### config.mk
export PLATFORM = sky130hd
export DESIGN_NAME = lzbd_parser
export DESIGN_NICKNAME = d
export VERILOG_FILES = /design/src/lzbd_pkg.sv /design/src/lzbd_parser.sv
export SDC_FILE = /design/constraint.sdc
export NUM_CORES = 1
export LEC_CHECK = 0
export BUFFER_PORTS_ARGS = -buffer_cell sky130_fd_sc_hd__buf_2
export CAP_MARGIN = 10
export CORE_ASPECT_RATIO = 1.5
export CORE_MARGIN = 5
export CORE_UTILIZATION = 35
export DETAILED_ROUTE_END_ITERATION = 10
export MAX_ROUTING_LAYER = met4
export PLACE_DENSITY = 0.58
export SLEW_MARGIN = 30
export SYNTH_ARGS = -nofsm -noshare
export SYNTH_HDL_FRONTEND = slang
export SYNTH_SLANG_ARGS = --single-unit
### constraint.sdc
create_clock -name vclk -period 24.9
set_input_delay 1.245 -clock vclk [all_inputs]
set_output_delay 1.245 -clock vclk [all_outputs]
set_load 0.01 [all_outputs]
### src/lzbd_pkg.sv
// Shared types, constants and length-class tables for the LZ77 bitstream decompressor.
package lzbd_pkg;

   // Result word geometry
   localparam int BYTES_PER_RESULT = 16;
   localparam int LANE_W           = 4;   // index of one byte lane
   localparam int FILL_W           = 5;   // 0..16 bytes held
   localparam int LEN_W            = 10;  // copy length 3..566
   localparam int CLASS_W          = 3;   // length class 0..5

   // Status codes
   localparam logic [1:0] ST_OK    = 2'd0;
   localparam logic [1:0] ST_DIST  = 2'd1;
   localparam logic [1:0] ST_HDR   = 2'd2;
   localparam logic [1:0] ST_EARLY = 2'd3;

   // One parsed token, as seen by the control logic
   typedef struct packed {
      logic             complete;
      logic             is_match;
      logic [7:0]       lit;
      logic [LEN_W-1:0] len;
   } token_type;

   // Extra bits that follow the unary prefix of each length class
   function automatic logic [3:0] class_bits(input logic [CLASS_W-1:0] k);
      logic [3:0] r;
      case (k)
         3'd0:    r = 4'd2;
         3'd1:    r = 4'd2;
         3'd2:    r = 4'd2;
         3'd3:    r = 4'd3;
         3'd4:    r = 4'd5;
         3'd5:    r = 4'd9;
         default: r = 4'd2;
      endcase
      return r;
   endfunction

   // Base length of each class
   function automatic logic [5:0] class_base(input logic [CLASS_W-1:0] k);
      logic [5:0] r;
      case (k)
         3'd0:    r = 6'd0;
         3'd1:    r = 6'd4;
         3'd2:    r = 6'd8;
         3'd3:    r = 6'd12;
         3'd4:    r = 6'd20;
         3'd5:    r = 6'd52;
         default: r = 6'd0;
      endcase
      return r;
   endfunction

endpackage

### src/lzbd_parser.sv
// Token decoder: looks at the pending bit buffer and splits off one literal or match.
module lzbd_parser #(
   parameter int  WINDOW_BITS = 18,
   localparam int PEND_W      = WINDOW_BITS + 25,
   localparam int CNT_W       = $clog2(PEND_W + 1)
) (
   input  logic [PEND_W-1:0]      pend_bits,
   input  logic [CNT_W-1:0]       pend_count,
   output lzbd_pkg::token_type    token,
   output logic [WINDOW_BITS:0]   distance,
   output logic [CNT_W-1:0]       used
);

   logic [lzbd_pkg::CLASS_W-1:0] k;
   logic [CNT_W-1:0]             pos1, pos2, pos3, used_match;
   logic [3:0]                   cb;
   logic [PEND_W-1:0]            sh_cls, sh_slot, sh_dist;
   logic [8:0]                   v_cls;
   logic [3:0]                   slot;
   logic [4:0]                   lg;
   logic [WINDOW_BITS-1:0]       v_dist, off, lg_bit;

   always_comb begin
      // unary prefix: first one among the five bits after the flag
      k = 3'd5;
      for (int i = 4; i >= 0; i--) begin
         if (pend_bits[i+1]) begin
            k = 3'(i);
         end
      end
      pos1 = (k == 3'd5) ? CNT_W'(6) : CNT_W'(k) + CNT_W'(2);
      cb   = lzbd_pkg::class_bits(k);

      // length field
      sh_cls = pend_bits >> pos1;
      v_cls  = sh_cls[8:0] & 9'((10'd1 << cb) - 10'd1);
      pos2   = pos1 + CNT_W'(cb);

      // distance slot and distance bits
      sh_slot = pend_bits >> pos2;
      slot    = sh_slot[3:0];
      pos3    = pos2 + CNT_W'(4);
      lg      = (slot != 4'd0) ? 5'(slot) + 5'(WINDOW_BITS - 16) : 5'(WINDOW_BITS - 15);
      lg_bit  = WINDOW_BITS'(1) << lg;
      sh_dist = pend_bits >> pos3;
      v_dist  = sh_dist[WINDOW_BITS-1:0] & (lg_bit - WINDOW_BITS'(1));
      off     = (slot != 4'd0) ? v_dist + lg_bit : v_dist;
      used_match = pos3 + CNT_W'(lg);

      token.is_match = pend_bits[0];
      token.lit      = pend_bits[8:1];
      token.len      = lzbd_pkg::LEN_W'(v_cls) + lzbd_pkg::LEN_W'(lzbd_pkg::class_base(k))
                       + lzbd_pkg::LEN_W'(3);
      distance       = (WINDOW_BITS+1)'(off) + (WINDOW_BITS+1)'(1);
      used           = pend_bits[0] ? used_match : CNT_W'(9);
      // bits past the count are zero, so a short buffer always reads as incomplete
      token.complete = (pend_count != '0) && (used <= pend_count);
   end

endmodule

# Word level (Yosys, flattened, before mapping)
# Index checks and enable logic that the tools add are counted.
totals:
  elab_cells: 38
  ff_bits: 0
  out_inout_bits: 45
op_classes:
  n_lt_le_gt_ge: 1
  reduce_logical: 3
  bitwise: 2
  eq_ne: 5
  shifts: 5
  muxes: 11
  addsub: 11
op_table:
  columns: ["cell", "n"]
  rows:
  - [">> shifter 43 x 4 -> 9 bit", 1]
  - [">> shifter 43 x 5 -> 4 bit", 1]
  - [">> shifter 43 x 6 -> 18 bit", 1]
  - ["one-hot mux 6 bit (5 select lines)", 1]
  - ["adder 18 x 1 -> 19 bit (second input constant)", 1]
  - ["adder 18 bit", 1]
  - ["AND 18 bit", 1]
  - ["two-way mux 18 bit", 1]
  - ["<< shifter 1 x 5 -> 18 bit (first input constant)", 1]
  - ["subtractor 18 x 1 -> 18 bit (second input constant)", 1]
  - ["two-way mux 3 bit", 4]
  - ["one-hot mux 4 bit (3 select lines)", 1]
  - ["adder 10 x 2 -> 10 bit (second input constant)", 1]
  - ["adder 9 x 6 -> 10 bit", 1]
  - ["AND 9 bit", 1]
  - ["<< shifter 1 x 4 -> 9 bit (first input constant)", 1]
  - ["subtractor 9 x 1 -> 9 bit (second input constant)", 1]
  - ["adder 5 x 3 -> 6 bit (second input constant)", 1]
  - ["adder 6 x 5 -> 6 bit", 1]
  - ["equality test 3 x 2 -> 1 bit (second input constant)", 2]
  - ["equality test 3 bit (second input constant)", 2]
  - ["less-or-equal comparator 6 bit", 1]
  - ["two-way mux 6 bit", 1]
  - ["nonzero test 6 bit", 1]
  - ["9 further kinds", 9]

# Longest topological paths before layout
logic_depth:
  ltp_word: 17
  depth_mapped: 43
  ltp_nobuf: 37

# Worst setup path before layout
# No wires, ideal clock.
synth_path:
  path_kind: "input port to output port"
  start: "input pend_bits[2]"
  end: "output distance[17]"
  path_stages: 37
  slack_ps: 13947
  path_buffers: 6
  arrival_ps: 9708
  required_ps: 23655
  path_cell_list: "clkbuf_1 -> or2_2 -> or2_2 -> clkbuf_1 -> clkbuf_1 -> inv_1 -> ha_1 -> nor2_1 -> clkinv_1 -> ha_1 -> xnor2_2 -> clkbuf_1 -> mux4_2 -> mux2_2 -> a21o_1 -> buf_2 -> ha_1 -> clkbuf_1 -> nor2_1 -> and3_1 -> inv_1 -> ha_1 -> xnor2_1 -> a211oi_2 -> ha_1 -> a21oi_1 -> o21bai_1 -> a21oi_1 -> o21ai_0 -> nand2b_1 -> a311oi_1 -> a31oi_1 -> nand2b_1 -> o221a_1 -> a221o_1 -> nor3_2 -> mux2i_1"
synth_between:
  elab_chain_len: 14
  elab_cells_between_ends: 21
synth_lines:
  columns: ["item", "line_no", "text"]
  rows:
  - ["start: declaration", "lzbd_parser.sv:7", "input logic [PEND_W-1:0] pend_bits,"]
  - ["two-way mux 3 bit (2 in series)", "lzbd_parser.sv:27", "if (pend_bits[i+1]) begin"]
  - ["adder 3 x 2 -> 4 bit, or another cell as far along", "lzbd_parser.sv:31", "pos1 = (k == 3'd5) ? CNT_W'(6) : CNT_W'(k) + CNT_W'(2);"]
  - ["two-way mux 4 bit or one-hot mux 4 bit (3 select lines) (tied branches)", "lzbd_parser.sv:31, lzbd_pkg.sv:28", null]
  - ["adder 4 x 4 -> 5 bit", "lzbd_parser.sv:37", "pos2 = pos1 + CNT_W'(cb);"]
  - [">> shifter 43 x 5 -> 4 bit", "lzbd_parser.sv:40", "sh_slot = pend_bits >> pos2;"]
  - ["adder 4 x 2 -> 5 bit or nonzero test 4 bit (tied branches)", "lzbd_parser.sv:43, lzbd_parser.sv:47", null]
  - ["two-way mux 5 bit", "lzbd_parser.sv:43", "lg = (slot != 4'd0) ? 5'(slot) + 5'(WINDOW_BITS - 16) : 5'(WINDOW_BITS - 15);"]
  - ["<< shifter 1 x 5 -> 18 bit", "lzbd_parser.sv:44", "lg_bit = WINDOW_BITS'(1) << lg;"]
  - ["subtractor 18 x 1 -> 18 bit", "lzbd_parser.sv:46", "v_dist = sh_dist[WINDOW_BITS-1:0] & (lg_bit - WINDOW_BITS'(1));"]
  - ["AND 18 bit", "lzbd_parser.sv:46", null]
  - ["adder 18 bit", "lzbd_parser.sv:47", "off = (slot != 4'd0) ? v_dist + lg_bit : v_dist;"]
  - ["two-way mux 18 bit *", "lzbd_parser.sv:47", null]
  - ["adder 18 x 1 -> 19 bit *", "lzbd_parser.sv:54", "distance = (WINDOW_BITS+1)'(off) + (WINDOW_BITS+1)'(1);"]
  - ["end: declaration", "lzbd_parser.sv:10", "output logic [WINDOW_BITS:0] distance,"]
# Mark *: on every way between the ends. The rest lies on a longest branch, timed or not.

# Worst setup path after layout
layout_path:
  start: "input pend_bits[1]"
  end: "output distance[17]"
layout_between:
  elab_chain_len: 13
  elab_cells_between_ends: 20
layout_lines:
  columns: ["item", "line_no"]
  rows:
  - ["two-way mux 3 bit", "lzbd_parser.sv:27"]
  - ["adder 3 x 2 -> 4 bit, or another cell as far along", "lzbd_parser.sv:31"]
  - ["two-way mux 4 bit or one-hot mux 4 bit (3 select lines) (tied branches)", "lzbd_parser.sv:31, lzbd_pkg.sv:28"]
  - ["adder 4 x 4 -> 5 bit", "lzbd_parser.sv:37"]
  - [">> shifter 43 x 5 -> 4 bit", "lzbd_parser.sv:40"]
  - ["adder 4 x 2 -> 5 bit or nonzero test 4 bit (tied branches)", "lzbd_parser.sv:43, lzbd_parser.sv:47"]
  - ["two-way mux 5 bit", "lzbd_parser.sv:43"]
  - ["<< shifter 1 x 5 -> 18 bit", "lzbd_parser.sv:44"]
  - ["subtractor 18 x 1 -> 18 bit", "lzbd_parser.sv:46"]
  - ["AND 18 bit", "lzbd_parser.sv:46"]
  - ["adder 18 bit", "lzbd_parser.sv:47"]
  - ["two-way mux 18 bit *", "lzbd_parser.sv:47"]
  - ["adder 18 x 1 -> 19 bit *", "lzbd_parser.sv:54"]
# Marks and branches as above.

==> results.tsv <==
metric	value	unit
status	finished clean	
Post-route DRC	0	
drt pass-1 iters	5	
Seq. cell area	0	µm²
Final nets	919	
gr ovfl total	0	
WL per Instance	17.1	µm
drt total wl	17500	µm
Slew headroom	37.3	%
Final min period	12.47	ns
ANT cells	0	
Initial DRC Count	389	
vias per cell	5.67	
HP Class	in -> out	
Final Cycle Share	50.1	%
Syn Area/Cell	7.17	µm²
Hold-fix buffers, CTS	0	
Final Util	38.5	%
largest net degree at the start of global routing	50	
setup TNS	0	ns
clock buf count	0	
Layout area overhead	8.55	%
first-pass GRT wire length	28900	µm
synthesized cell area	5550	µm²
final hold violation count	0	
Critical Path Fanout Max	29	
Crit. End Element	primary output	
min-delay src	pend_bits[7]	
vias	5808	
vias in the first global route	5835	
DIE AREA	18500	µm²
HPWL Detailed	14700	µm
Power Dens Cells	73.2	nW/µm²
Post-CTS Setup Bufs	0	
Worst VDD drop	0.0000404	V
WHS Path Cells	2	
CP arrival	11.22	ns
Max Cap Viol	0	
Max Transition Viols Final	0	
Slowest cell on crit path	a21o_1	
worst-margin pin slew	0.939	ns
ratio of cells with drive above 1 in the final layout	21.6	%
highest clock rate	80.2	MHz
num sequential	0	
leakage power total	0.00281	µW
synth unique cells	77	
Mapped Cells	773	
Post-CTS Resized	0	
hold endpoint	token[16]	
initial antenna violation count	0	
Initial Util	35.5	%
RSZ-0062 raised after global routing	false	
Worst setup SP type	input pin	
I/O Pins	94	
post-route ant nets	0	
WP data required	23.65	ns
critical path type	in -> out	
Tot GR Track Use	18.9	%
Synth Warn #	0	
CP max stage delay	0.73	ns
Die Span X	113	µm
commonest non-fill, non-tap cell in the layout	buf_2	
Setup-failing EPs final	0	
core area	15600	µm²
PortBufs	94	
most frequent cells in the layout	buf_2 (94), nor2_1 (81), nand2_1 (79)	
Seq/Total Area, Yosys	0	%
most frequent cell on the critical path	ha_1	
Core Rows	56	
Die Span Y	164	µm
RePlAce Congestion	0.933	
[cells by family (layout without fill, tap and decap cells)]
logic type / count (synthesis) / after routing / share of synthesized area, %
AOI/OAI and AO/OA: 183 / 183 / 22.4
xor gates and xnor gates: 45 / 45 / 7.24
adders and majority gates: 47 / 47 / 11.0
buffers and inverters: 106 / 153 / 9.30
muxes: 118 / 118 / 25.9
other: 2 / 3 / 0.135
and+or+nand+nor: 272 / 272 / 24.0
[layout make-up]
class	count	area, µm²
multi-input cells	668	5050
repair buffers	101	523
fillers	1699	9610
well taps	203	254
inverters	52	195
[worst max path at each step]
stage                             from            to  slack [ns]  depth (start not counted)
final                     pend_bits[1]  distance[17]       12.43                         36
after global routing      pend_bits[1]  distance[17]       11.54                         38
after CTS                 pend_bits[1]  distance[18]       12.52                         36
after detailed placement  pend_bits[1]  distance[17]       12.54                         38
after global placement    pend_bits[1]  distance[17]       12.79                         36
after floorplan           pend_bits[2]  distance[17]       13.95                         37
[Yosys cell counts (all sizes together) (5+ instances only)]
cell,n,area (µm²)
nand2,82,315
nor2,82,310
mux2i,66,661
a21oi,56,280
inv,50,188
ha,44,551
mux2,38,462
o21ai,30,154
xnor2,28,253
buf,27,215
clkbuf,27,105
nor3,26,150
a211oi,22,170
nand3,17,85.1
xor2,17,149
and2,15,93.8
mux4,14,315
o211ai,12,90.1
a21o,11,82.6
and3,10,62.6
nor2b,10,62.6
a311oi,8,70.1
a31oi,8,50.1
nand2b,8,57.6
nor4,7,65.1
o21a,6,45.0
a2111oi,5,68.8
[power by group]
part	switching, µW	internal, µW	leakage [µW]
Combinational	263	178	0.00281
Clock	0	0	0
Sequential	0	0	0
[through the flow]
| step | hold slack, ns | power, µW | setup WS, ns | std cells | area [µm²] |
|---|---|---|---|---|---|
| finish | 2.77 | 441 | 12.43 | 1024 | 6020 |
| global route | 2.78 | 490 | 11.54 | 1024 | 6020 |
| CTS | 2.77 | 443 | 12.52 | 1024 | 6020 |
| detailed placement | 2.77 | 440 | 12.54 | 1024 | 6020 |
| global placement | 2.77 | 439 | 12.79 | 1024 | 6020 |
| floorplan | 2.54 | 329 | 13.95 | 774 | 5550 |
[critical path: cells and delay by family]
kind / cells / cell delay [ns]
compound gates: 12 / 3.21
xor+xnor: 1 / 0.22
fa+ha+maj: 5 / 1.85
buf+inv: 6 / 1.28
mux: 3 / 1.07
simple gates: 9 / 2.32
[per-layer routing]
layer  vias to the layer above  share of wire, %  track usage [%]
met5                         -                 0                -
li1                       2874                 -                -
met1                      2722                41             21.7
met4                         0               3.3             5.08
met3                        40               3.4            0.479
met2                       172                52             35.7
Note: power is estimated with default switching activity, not from simulation.
